==> src/rtl/modexp_pkg.sv <==
// ----------------------------------------------------------------------------
// modexp_pkg
// Control word layout, opcodes, branch selects and the microprogram of the
// modular exponentiation sequencer.
// ----------------------------------------------------------------------------
package modexp_pkg;

  typedef logic [3:0] upc_t;

  // datapath operations
  typedef enum logic [3:0] {
    OP_NOP,
    OP_LOAD,
    OP_RED,
    OP_INIT,
    OP_SETA,
    OP_MULA,
    OP_SETX,
    OP_MULX,
    OP_SHIFT,
    OP_OUT
  } op_t;

  // hold the step while the condition is true
  typedef enum logic [1:0] {
    H_NONE,
    H_NO_REQ,
    H_LOOP,
    H_OUT_BUSY
  } hold_t;

  // branch to target when the condition is true
  typedef enum logic [2:0] {
    J_NONE,
    J_ALWAYS,
    J_E_ZERO,
    J_BIT_CLR,
    J_EHI_ZERO
  } jump_t;

  typedef struct packed {
    op_t   op;
    hold_t hold_sel;
    jump_t jump_sel;
    upc_t  target;
  } ctrl_t;

  localparam upc_t S_IDLE  = 4'd0;
  localparam upc_t S_RED   = 4'd1;
  localparam upc_t S_INIT  = 4'd2;
  localparam upc_t S_TEST  = 4'd3;
  localparam upc_t S_MULA  = 4'd4;
  localparam upc_t S_SETX  = 4'd5;
  localparam upc_t S_MULX  = 4'd6;
  localparam upc_t S_SHIFT = 4'd7;
  localparam upc_t S_OUT   = 4'd8;

  localparam int PROG_LEN = 9;

  localparam ctrl_t PROGRAM [PROG_LEN] = '{
    '{op: OP_LOAD,  hold_sel: H_NO_REQ,   jump_sel: J_NONE,     target: S_IDLE},
    '{op: OP_RED,   hold_sel: H_LOOP,     jump_sel: J_NONE,     target: S_IDLE},
    '{op: OP_INIT,  hold_sel: H_NONE,     jump_sel: J_E_ZERO,   target: S_OUT},
    '{op: OP_SETA,  hold_sel: H_NONE,     jump_sel: J_BIT_CLR,  target: S_SETX},
    '{op: OP_MULA,  hold_sel: H_LOOP,     jump_sel: J_NONE,     target: S_IDLE},
    '{op: OP_SETX,  hold_sel: H_NONE,     jump_sel: J_EHI_ZERO, target: S_OUT},
    '{op: OP_MULX,  hold_sel: H_LOOP,     jump_sel: J_NONE,     target: S_IDLE},
    '{op: OP_SHIFT, hold_sel: H_NONE,     jump_sel: J_ALWAYS,   target: S_TEST},
    '{op: OP_OUT,   hold_sel: H_OUT_BUSY, jump_sel: J_ALWAYS,   target: S_IDLE}
  };

endpackage

==> src/rtl/modexp_req_if.sv <==
// ----------------------------------------------------------------------------
// modexp_req_if
// Request channel: base and exponent with valid/ready.
// ----------------------------------------------------------------------------
interface modexp_req_if #(
  parameter int WORD_BITS = 32
);
  logic                 valid;
  logic                 ready;
  logic [WORD_BITS-1:0] base;
  logic [WORD_BITS-1:0] exponent;

  modport source (output valid, output base, output exponent, input ready);
  modport sink   (input valid, input base, input exponent, output ready);
endinterface

==> src/rtl/modexp_rsp_if.sv <==
// ----------------------------------------------------------------------------
// modexp_rsp_if
// Result channel: power_mod with valid/ready.
// ----------------------------------------------------------------------------
interface modexp_rsp_if #(
  parameter int WORD_BITS = 32
);
  logic                 valid;
  logic                 ready;
  logic [WORD_BITS-1:0] power_mod;

  modport source (output valid, output power_mod, input ready);
  modport sink   (input valid, input power_mod, output ready);
endinterface

==> src/rtl/modular_exponentiation.sv <==
// ----------------------------------------------------------------------------
// modular_exponentiation
// Square-and-multiply modular exponentiation with bit-serial modular
// products, driven by a microprogram of nine control words.
//
//   channel  dir  handshake     payload
//   req      in   valid/ready   base, exponent
//   rsp      out  valid/ready   power_mod
//   cfg      in   cfg_we        cfg_wdata (modulus)
//
// A request runs the base reduction, then a multiply for each set exponent bit
// and a squaring for each bit below the highest set one; a zero exponent goes
// straight to the output. A clear exponent bit skips its multiply.
// The shift-add multiplier loop handles one bit per cycle.
// Synchronous reset clears the sequencer and sets the modulus to 0xFFFFFFFF.
// A new request is taken while a result waits in the output register; the
// sequencer stalls in its output step only if that register is still full.
// ----------------------------------------------------------------------------
module modular_exponentiation import modexp_pkg::*; #(
  parameter int WORD_BITS = 32
) (
  input  logic                 clk,
  input  logic                 rst,
  input  logic                 cfg_we,
  input  logic [WORD_BITS-1:0] cfg_wdata,
  modexp_req_if.sink           req,
  modexp_rsp_if.source         rsp
);

  localparam int W  = WORD_BITS;
  localparam int CW = $clog2(W);
  localparam logic [CW-1:0] CNT_LAST = CW'(W - 1);
  localparam logic [W-1:0]  MOD_RESET = W'(64'hFFFF_FFFF);
  localparam logic [W-1:0]  OUT_MASK  = W'(64'hFFFF_FFFF);
  localparam logic [W-1:0]  ONE       = W'(1);

  function automatic logic [W-1:0] add_mod(
    input logic [W-1:0] a,
    input logic [W-1:0] b,
    input logic [W-1:0] nn
  );
    logic [W:0] s;
    s = {1'b0, a} + {1'b0, b};
    if (nn != '0 && s >= {1'b0, nn}) begin
      s = s - {1'b0, nn};
    end
    return s[W-1:0];
  endfunction

  logic [W-1:0]  n;
  logic [W-1:0]  r;
  logic [W-1:0]  bsh;
  logic [W-1:0]  e;
  logic [W-1:0]  acc;
  logic [W-1:0]  x;
  logic [W-1:0]  ma;
  logic [W-1:0]  mb;
  logic [W-1:0]  p;
  logic [CW-1:0] cnt;
  upc_t          upc;
  logic [W-1:0]  res;
  logic          out_valid;

  ctrl_t         cw;
  logic          hold;
  logic          jump;
  logic          exec;
  logic          cnt_last;
  logic          in_fire;
  logic [W-1:0]  p_next;
  logic [W-1:0]  ma_next;
  logic [W:0]    red_sh;
  logic [W-1:0]  r_next;
  upc_t          upc_next;

  assign cw       = PROGRAM[upc];
  assign cnt_last = (cnt == CNT_LAST);
  assign req.ready = (upc == S_IDLE);
  assign in_fire  = req.valid && req.ready;

  always_comb begin
    case (cw.hold_sel)
      H_NONE:     hold = 1'b0;
      H_NO_REQ:   hold = !req.valid;
      H_LOOP:     hold = !cnt_last;
      H_OUT_BUSY: hold = out_valid && !rsp.ready;
      default:    hold = 1'b0;
    endcase
  end

  always_comb begin
    case (cw.jump_sel)
      J_NONE:     jump = 1'b0;
      J_ALWAYS:   jump = 1'b1;
      J_E_ZERO:   jump = (e == '0);
      J_BIT_CLR:  jump = !e[0];
      J_EHI_ZERO: jump = (e[W-1:1] == '0);
      default:    jump = 1'b0;
    endcase
  end

  assign exec = (cw.hold_sel == H_LOOP) || !hold;

  always_comb begin
    if (hold) begin
      upc_next = upc;
    end else if (jump) begin
      upc_next = cw.target;
    end else begin
      upc_next = upc + 4'd1;
    end
  end

  // one multiplier bit: conditional add and doubling, both modulo n
  assign p_next  = mb[0] ? add_mod(p, ma, n) : p;
  assign ma_next = add_mod(ma, ma, n);

  // one restoring remainder step on the base
  assign red_sh = {r, bsh[W-1]};
  assign r_next = (n != '0 && red_sh >= {1'b0, n}) ? W'(red_sh - {1'b0, n}) : red_sh[W-1:0];

  always_ff @(posedge clk) begin
    if (rst) begin
      upc       <= S_IDLE;
      cnt       <= '0;
      out_valid <= 1'b0;
      n         <= MOD_RESET;
    end else begin
      upc <= upc_next;
      if (cfg_we) begin
        n <= cfg_wdata;
      end
      if (cw.hold_sel == H_LOOP) begin
        cnt <= cnt_last ? '0 : cnt + 1'b1;
      end
      if (exec && cw.op == OP_OUT) begin
        out_valid <= 1'b1;
      end else if (rsp.ready) begin
        out_valid <= 1'b0;
      end
    end
  end

  always_ff @(posedge clk) begin
    if (exec) begin
      case (cw.op)
        OP_NOP: begin
        end
        OP_LOAD: begin
          bsh <= req.base;
          e   <= req.exponent;
          r   <= '0;
        end
        OP_RED: begin
          r   <= r_next;
          bsh <= {bsh[W-2:0], 1'b0};
        end
        OP_INIT: begin
          x <= r;
          if (e == '0) begin
            acc <= ONE;
          end else begin
            acc <= (n == ONE) ? '0 : ONE;
          end
        end
        OP_SETA: begin
          ma <= x;
          mb <= acc;
          p  <= '0;
        end
        OP_MULA: begin
          p  <= p_next;
          ma <= ma_next;
          mb <= {1'b0, mb[W-1:1]};
          if (cnt_last) begin
            acc <= p_next;
          end
        end
        OP_SETX: begin
          ma <= x;
          mb <= x;
          p  <= '0;
        end
        OP_MULX: begin
          p  <= p_next;
          ma <= ma_next;
          mb <= {1'b0, mb[W-1:1]};
          if (cnt_last) begin
            x <= p_next;
          end
        end
        OP_SHIFT: begin
          e <= {1'b0, e[W-1:1]};
        end
        OP_OUT: begin
          res <= acc & OUT_MASK;
        end
        default: begin
        end
      endcase
    end
  end

  assign rsp.valid     = out_valid;
  assign rsp.power_mod = res;

  // a request always starts with the base reduction
  a_start_reduce: assert property (@(posedge clk) disable iff (rst)
    in_fire |=> upc == S_RED)
    else $error("request did not start the reduction step");

  // the loop counter runs only inside a loop step
  a_cnt_in_loop: assert property (@(posedge clk) disable iff (rst)
    cnt != '0 |-> (upc == S_RED || upc == S_MULA || upc == S_MULX))
    else $error("loop counter active outside a loop step");

  // partial product stays reduced during a multiplication
  a_p_reduced: assert property (@(posedge clk) disable iff (rst)
    (upc == S_MULA || upc == S_MULX) |-> (n == '0 || p < n))
    else $error("partial product not reduced");

  // the output step waits while the previous result is not taken
  a_out_stall: assert property (@(posedge clk) disable iff (rst)
    (upc == S_OUT && out_valid && !rsp.ready) |=> upc == S_OUT)
    else $error("output step left while result register full");

endmodule
==> src/flat_wrapper.sv <==
// flat-port wrapper written by rule: the top's interface ports become plain ports
module modular_exponentiation_flat import modexp_pkg::*;
#(
  parameter int WORD_BITS = 32
)
  (clk, rst, cfg_we, cfg_wdata, req_valid, req_base, req_exponent, req_ready, rsp_valid, rsp_power_mod, rsp_ready);
  modexp_req_if #(.WORD_BITS(WORD_BITS)) req_i ();
  modexp_rsp_if #(.WORD_BITS(WORD_BITS)) rsp_i ();
  input  logic clk;
  input  logic rst;
  input  logic cfg_we;
  input  logic [WORD_BITS-1:0] cfg_wdata;
  input wire logic [$bits(req_i.valid)-1:0] req_valid;
  input wire logic [$bits(req_i.base)-1:0] req_base;
  input wire logic [$bits(req_i.exponent)-1:0] req_exponent;
  output wire logic [$bits(req_i.ready)-1:0] req_ready;
  output wire logic [$bits(rsp_i.valid)-1:0] rsp_valid;
  output wire logic [$bits(rsp_i.power_mod)-1:0] rsp_power_mod;
  input wire logic [$bits(rsp_i.ready)-1:0] rsp_ready;
  assign req_i.valid = req_valid;
  assign req_i.base = req_base;
  assign req_i.exponent = req_exponent;
  assign req_ready = req_i.ready;
  assign rsp_valid = rsp_i.valid;
  assign rsp_power_mod = rsp_i.power_mod;
  assign rsp_i.ready = rsp_ready;
  modular_exponentiation #(.WORD_BITS(WORD_BITS)) u_core (.clk(clk), .rst(rst), .cfg_we(cfg_we), .cfg_wdata(cfg_wdata), .req(req_i), .rsp(rsp_i));
endmodule
==> config.mk <==
export PLATFORM = sky130hd
export DESIGN_NAME = modular_exponentiation_flat
export DESIGN_NICKNAME = d
export VERILOG_FILES = /design/src/rtl/modexp_pkg.sv /design/src/rtl/modexp_req_if.sv /design/src/rtl/modexp_rsp_if.sv /design/src/rtl/modular_exponentiation.sv /design/src/flat_wrapper.sv
export SDC_FILE = /design/constraint.sdc
export NUM_CORES = 1
export LEC_CHECK = 0
export BUFFER_PORTS_ARGS = -buffer_cell sky130_fd_sc_hd__buf_2
export CORE_ASPECT_RATIO = 1.1
export CORE_MARGIN = 3
export CORE_UTILIZATION = 55
export CTS_CLUSTER_SIZE = 8
export DETAILED_ROUTE_END_ITERATION = 10
export GPL_TIMING_DRIVEN = 0
export PLACE_DENSITY = 0.72
export SYNTH_ARGS = -nofsm -noshare
export SYNTH_HDL_FRONTEND = slang
export SYNTH_SLANG_ARGS = --single-unit
==> constraint.sdc <==
create_clock -name clk -period 24.2 [get_ports clk]
set_input_delay 1.21 -clock clk [delete_from_list [all_inputs] [get_ports clk]]
set_output_delay 1.21 -clock clk [all_outputs]
set_load 0.03 [all_outputs]
# ---- After elaboration in Yosys (flattened, before gate mapping)
# Memories as Yosys holds them, arrays and structs flattened.
# Cells that the tools add are included.
dict set report word_totals {
  regBits 330
  latchBits 0
  ramBits 0
  mem_bits_ro 208
  in_bits 101
  elab_cells 101
  n_memories 1
}
dict set report op_classes {
  addsub 7
  n_mul 0
  n_div 0
  order_cmp 4
  eq_ne 20
  shift 0
  muxes 23
  bitwise 1
  reduce_logical 32
}
# memory words width rd rd_ports_with_merged_regs write_ports line
set mem_list {}
lappend mem_list {{(name not given)} 16 13 1 0 0 modular_exponentiation.sv:76} ;# assign cw = PROGRAM[upc];
# operator count
set ops {}
lappend ops {{case mux 32 bit (2 select lines)} 7}
lappend ops {{two-way mux 32 bit} 6}
lappend ops {{greater-or-equal comparator 33 x 32 -> 1 bit} 3}
lappend ops {{case mux 32 bit (3 select lines)} 1}
lappend ops {{subtractor 32 bit} 3}
lappend ops {{adder 32 x 32 -> 33 bit} 2}
lappend ops {{equality test 32 x 1 -> 1 bit (second input constant)} 1}
lappend ops {{logical NOT 32 bit} 1}
lappend ops {{nonzero test 32 bit} 1}
lappend ops {{logical NOT 31 bit} 1}
lappend ops {{two-way mux 13 bit} 2}
lappend ops {{equality test 4 x 3 -> 1 bit (second input constant)} 4}
lappend ops {{nonzero test 2 bit} 6}
lappend ops {{AND reduction 2 bit} 5}
lappend ops {{equality test 4 x 2 -> 1 bit (second input constant)} 2}
lappend ops {{equality test 4 bit (second input constant)} 2}
lappend ops {{case mux 1 bit (4 select lines)} 2}
lappend ops {{equality test 3 x 2 -> 1 bit (second input constant)} 2}
lappend ops {{AND reduction 3 bit} 2}
lappend ops {{adder 5 x 1 -> 5 bit (second input constant)} 1}
lappend ops {{equality test 5 bit (second input constant)} 1}
lappend ops {{greater-or-equal comparator 5 bit (second input constant)} 1}
lappend ops {{logical AND 1 bit} 5}
lappend ops {{logical NOT 1 bit} 5}
lappend ops {{16 further kinds} 21}

# ---- Logic depth before layout (Yosys ltp)
dict set report logic_depth {
  depth_word 10
  mapped_depth 24
}

# ---- Worst setup path after synthesis
# OpenSTA, ideal clock, no wires.
dict set report synth_path {
  kind {input -> register}
  from {input port rsp_ready}
  to {register u_core.bsh[0] (enable)}
  arrival_time_ps 11982
  required_ps 23373
  path_slack_ps 11391
  cell_stages 6
  n_path_buf 1
  path_cell_list {nand2b_1 -> mux2i_1 -> mux2_2 -> and2_1 -> clkbuf_1 -> a2111oi_0}
}
dict set report synth_via {
  elab_chain_len 6
}
# element line
set synth_lines {}
lappend synth_lines {{start: declaration} flat_wrapper.sv:19} ;# input wire logic [$bits(rsp_i.ready)-1:0] rsp_ready;
lappend synth_lines {{logical NOT 1 bit} modular_exponentiation.sv:86} ;# H_OUT_BUSY: hold = out_valid && !rsp.ready;
lappend synth_lines {{logical AND 1 bit} modular_exponentiation.sv:86}
lappend synth_lines {{case mux 1 bit (4 select lines)} modular_exponentiation.sv:82} ;# case (cw.hold_sel)
lappend synth_lines {{logical NOT 1 bit} modular_exponentiation.sv:102} ;# assign exec = (cw.hold_sel == H_LOOP) || !hold;
lappend synth_lines {{logical OR 1 bit} modular_exponentiation.sv:102}
lappend synth_lines {{AND reduction 2 bit (no source line)} -}
lappend synth_lines {{end signal: assignment} modular_exponentiation.sv:150} ;# bsh <= req.base;
lappend synth_lines {{end signal: assignment} modular_exponentiation.sv:156} ;# bsh <= {bsh[W-2:0], 1'b0};
lappend synth_lines {{end: declaration} modular_exponentiation.sv:52} ;# logic [W-1:0] bsh;
# Every way passes these cells.
# A chain may end at the register's enable or synchronous reset.

# ---- Worst setup path after layout
dict set report layout_path {
  from {register u_core.ma[0]}
  to {register u_core.p[21], data pin}
}
dict set report layout_via {
  elab_chain_len 6
}
# element line
set layout_lines {}
lappend layout_lines {{start: declaration} modular_exponentiation.sv:56} ;# logic [W-1:0] ma;
lappend layout_lines {{start signal: assignment} modular_exponentiation.sv:173} ;# ma <= ma_next;
lappend layout_lines {{start signal: assignment} modular_exponentiation.sv:186} ;# ma <= ma_next;
lappend layout_lines {{adder 32 x 32 -> 33 bit (*)} modular_exponentiation.sv:43} ;# s = {1'b0, a} + {1'b0, b};
lappend layout_lines {{greater-or-equal comparator 33 x 32 -> 1 bit} modular_exponentiation.sv:44} ;# if (nn != '0 && s >= {1'b0, nn}) begin
lappend layout_lines {{logical AND 1 bit} modular_exponentiation.sv:44}
lappend layout_lines {{two-way mux 32 bit (*)} modular_exponentiation.sv:44}
lappend layout_lines {{two-way mux 32 bit (*)} modular_exponentiation.sv:115} ;# assign p_next = mb[0] ? add_mod(p, ma, n) : p;
lappend layout_lines {{case mux 32 bit (2 select lines) (*)} modular_exponentiation.sv:146} ;# case (cw.op)
lappend layout_lines {{end signal: assignment} modular_exponentiation.sv:172} ;# p <= p_next;
lappend layout_lines {{end signal: assignment} modular_exponentiation.sv:185} ;# p <= p_next;
lappend layout_lines {{end: declaration} modular_exponentiation.sv:58} ;# logic [W-1:0] p;
# Every way passes the cells marked *; elsewhere a longest branch is shown, timed or not.

==> Implementation_results.wiki <==
{| class="wikitable"
! Metric !! Value
|-
| Result of the run || complete, no violations
|-
| Synth area leaders || edfxtp_1 41%, ha_1 8.1%, a21oi_1 4.7%
|-
| Number of CTS-inserted buffers || 47
|-
| All-Layer GR Usage || 0.3291
|-
| Vias per inst || 6.224
|-
| Drt first-iter violations || 1866
|-
| Post-Synthesis Mean Instance Area || 9.630 sq um
|-
| Fraction of the yosys area taken by sequential cells || 0.4487
|-
| Element type at the critical path start || register
|-
| Number of buffers inserted by hold repair at cts || 0
|-
| Tcrit/Tclk final || 0.3093
|-
| CTS Buffer Depth || 3
|-
| Setup Fix Bufs, Post-CTS || 0
|-
| CP peak stage delay || 710 ps
|-
| Std-Cell Core Area || 37500 sq um
|-
| Level count of the clock H-tree || 2
|-
| Die area || 40840 sq um
|-
| Cell count after synthesis || 2196
|-
| Std cell rows || 74
|-
| Top cells by instance count after synthesis || 288 x edfxtp_1, 263 x nand2_1, 207 x nor2_1
|-
| Number of sinks handled by clock tree synthesis || 330
|-
| Number of antenna violations at the first check in global routing || 2
|-
| Layout area overhead || 13.57%
|-
| TritonCTS clock tree || done
|-
| Layout cells sized above 1 || 0.1268
|-
| Chip height || 211.7 um
|-
| Slowest CP cell || nor4_1
|-
| DR DRC count || 0
|-
| Half-perimeter wire length after detailed placement || 53.31 mm
|-
| Series of cell instances along the critical path || ha_1 > fa_1 > a21oi_1 > o211ai_1 > a41oi_2 > o21ai_0 > a32oi_1 > o311ai_0 > ha_1 > and3_1 > and3_1 > nand2_1 > nor4_1 > nor4_1 > o211ai_1 > a22oi_2 > buf_4 > a2111oi_0 > a21oi_1 > and3_1
|-
| First drt pass iteration count || 6
|-
| DRT Wirelength || 67.16 mm
|-
| Top FF cell, synth || edfxtp_1
|-
| Width of the die || 193.0 um
|-
| Final #Nets || 2638
|-
| Number of failing hold endpoints at the final stage || 0
|-
| ANT nets after route || 0
|-
| Number of warnings issued by yosys || 0
|-
| Setup-failing EPs final || 0
|-
| Critical Path End Type || register
|-
| Kind of critical path || register to register
|-
| Initial core utilization || 0.5639
|-
| Cell area after technology mapping || 21150 sq um
|-
| Pins Over Slew Limit || 0
|-
| Post-route minimum period || 7485 ps
|-
| Flop and latch count out of synthesis || 330
|-
| Average detailed-routed wire length per instance || 23.03 um
|-
| Final Skew || 29.83 ps
|-
| Total Negative Setup Slacks || 0 ps
|-
| RSZ-0062 raised after global routing || false
|-
| CP dominant cell by count || and3_1
|-
| Global-route wire length before repair || 101.4 mm
|-
| Top cell type's share of synthesized area || 0.4090
|-
| Max Fanout on Critical Path || 10
|-
| Clock transition at the registers of the reported paths || 50 ps
|-
| WP data arrival || 7800 ps
|-
| Count of flip-flops with a built-in enable after synthesis || 288
|-
| Most frequent cell after synthesis || edfxtp_1
|-
| Worst skew pair latency || 590 ps
|-
| Port Buf Inserts || 133
|-
| Synth unique cells || 81
|-
| Fmax || 0.1336 GHz
|-
| Syn nets || 2438
|-
| I/O pin count || 135
|-
| Worst path required time || 24510 ps
|-
| Via count of the first global-routing pass || 17.39k
|-
| Synth area leader || edfxtp_1
|-
| Post-cts repair resize count || 0
|-
| Final weighted congestion in routability-driven placement || 1.009
|-
| Overall via count from detail_route || 18.15k
|-
| Root buffer cell || clkbuf_16
|-
| Remaining Overflow, GRT || 0
|-
| Max-capacitance violation count || 0
|-
| Antenna cell count || 0
|-
| Relative slew margins || 0.1642
|-
| Type of the most critical hold path || register to register
|-
| Maximum number of pins on one net before global-route repair || 34
|-
| Fraction of registers with async set/reset || 0
|-
| Worst slew pin tran || 1252 ps
|}
through the flow:
| stage | instances | worst slack [ps] | cell area, sq um | util | hold WS, ps |
|---|---|---|---|---|---|
| 2_1_floorplan | 2196 | 11390 | 21150 | - | 419.5 |
| 3_3_place_gp | 2823 | 5800 | 22430 | 0.5982 | 432.9 |
| 3_5_place_dp | 2841 | 17070 | 22670 | 0.6045 | 435.2 |
| 4_1_cts | 2916 | 17020 | 24020 | 0.6405 | 445.6 |
| 5_1_grt | 2916 | 16450 | 24020 | 0.6405 | 463.3 |
| 6_report | 2916 | 16720 | 24020 | 0.6405 | 447.4 |
cell families (layout without fill, tap and decap cells):
kind of cell	after synthesis	after routing	synth area share
buffers and inverters	177	403	0.03284
flip-flops	330	330	0.4487
adder cells (fa/ha/maj)	141	141	0.08485
AND/OR/NAND/NOR	749	749	0.1629
AO/OA/AOI/OAI	610	610	0.1842
XOR/XNOR	103	103	0.04266
multiplexers	86	86	0.04378
worst max-delay path: cells and delay by family, from the launching register on:
kind / cells / cell delay, ps
AOI/OAI and AO/OA: 10 / 3260
adders and majority gates: 3 / 1270
buffers and inverters: 1 / 250
DFF: 1 / 490
and+or+nand+nor: 6 / 1920
state kept, by name, indices dropped and copies added (netlist names):
register / flops
u_core.rsp.valid: 1
u_core.acc: 32
u_core.cnt: 5
u_core.bsh: 32
u_core.x: 32
u_core.e: 32
u_core.mb: 32
u_core.ma: 32
u_core.rsp.power_mod: 32
u_core.n: 32
u_core.r: 32
u_core.upc: 4
u_core.p: 32
placed cells by master, fill, tap and decap left out, types with 11 or more instances in the layout:
| cell | instances |
|---|---|
| buf_2 | 143 |
| a31oi_1 | 24 |
| o22ai_1 | 37 |
| o211ai_1 | 40 |
| o21ai_0 | 111 |
| mux2_2 | 52 |
| dfxtp_1 | 42 |
| ha_1 | 137 |
| o21bai_1 | 16 |
| a21o_1 | 52 |
| a21oi_1 | 197 |
| mux2i_1 | 34 |
| nand2b_1 | 22 |
| buf_4 | 15 |
| nand2_1 | 263 |
| a211oi_1 | 18 |
| nand3_1 | 52 |
| xnor2_1 | 64 |
| o21a_1 | 13 |
| clkbuf_1 | 101 |
| nand4_1 | 19 |
| xor2_1 | 39 |
| edfxtp_1 | 288 |
| and2_1 | 31 |
| and3_1 | 29 |
| inv_1 | 79 |
| nor3_1 | 42 |
| nor2b_1 | 16 |
| nor2_1 | 205 |
| nor4_1 | 20 |
| clkbuf_16 | 48 |
| or2_2 | 11 |
layout make-up:
class | count | area, sq um
Buffer | 98 | 397.9
Clock buffer | 73 | 1325
Clock inverter | 2 | 25.02
Fill cell | 3131 | 13480
Inverter | 79 | 296.5
Multi-Input combinational cell | 1689 | 11010
Sequential cell | 330 | 9489
Tap cell | 494 | 618.1
Timing Repair Buffer | 151 | 852.1
worst paths after layout:
check	depth (start not counted)	slack, ps	to	start
hold / removal	0	450	u_core.rsp.power_mod[7]$_DFFE_PP_	u_core.acc[7]$_SDFFCE_PN0P_
setup / recovery	20	16720	u_core.p[21]$_SDFFCE_PP0P_	u_core.ma[0]$_DFFE_PP_
hold reg to reg	0	450	u_core.rsp.power_mod[7]$_DFFE_PP_	u_core.acc[7]$_SDFFCE_PN0P_
setup reg to reg	20	16720	u_core.p[21]$_SDFFCE_PP0P_	u_core.ma[0]$_DFFE_PP_
per-layer routing:
layer	track usage	part of all wire	up-vias
met3	0.07237	0.10	82
li1	-	-	8579
met1	0.4573	0.42	8687
met5	0	0	-
met4	0.08356	0.022	0
met2	0.5275	0.46	800
Power is left out: the tool's default activity adds up to more than one toggle a clock period on the data nets, which glitch-free logic cannot reach.
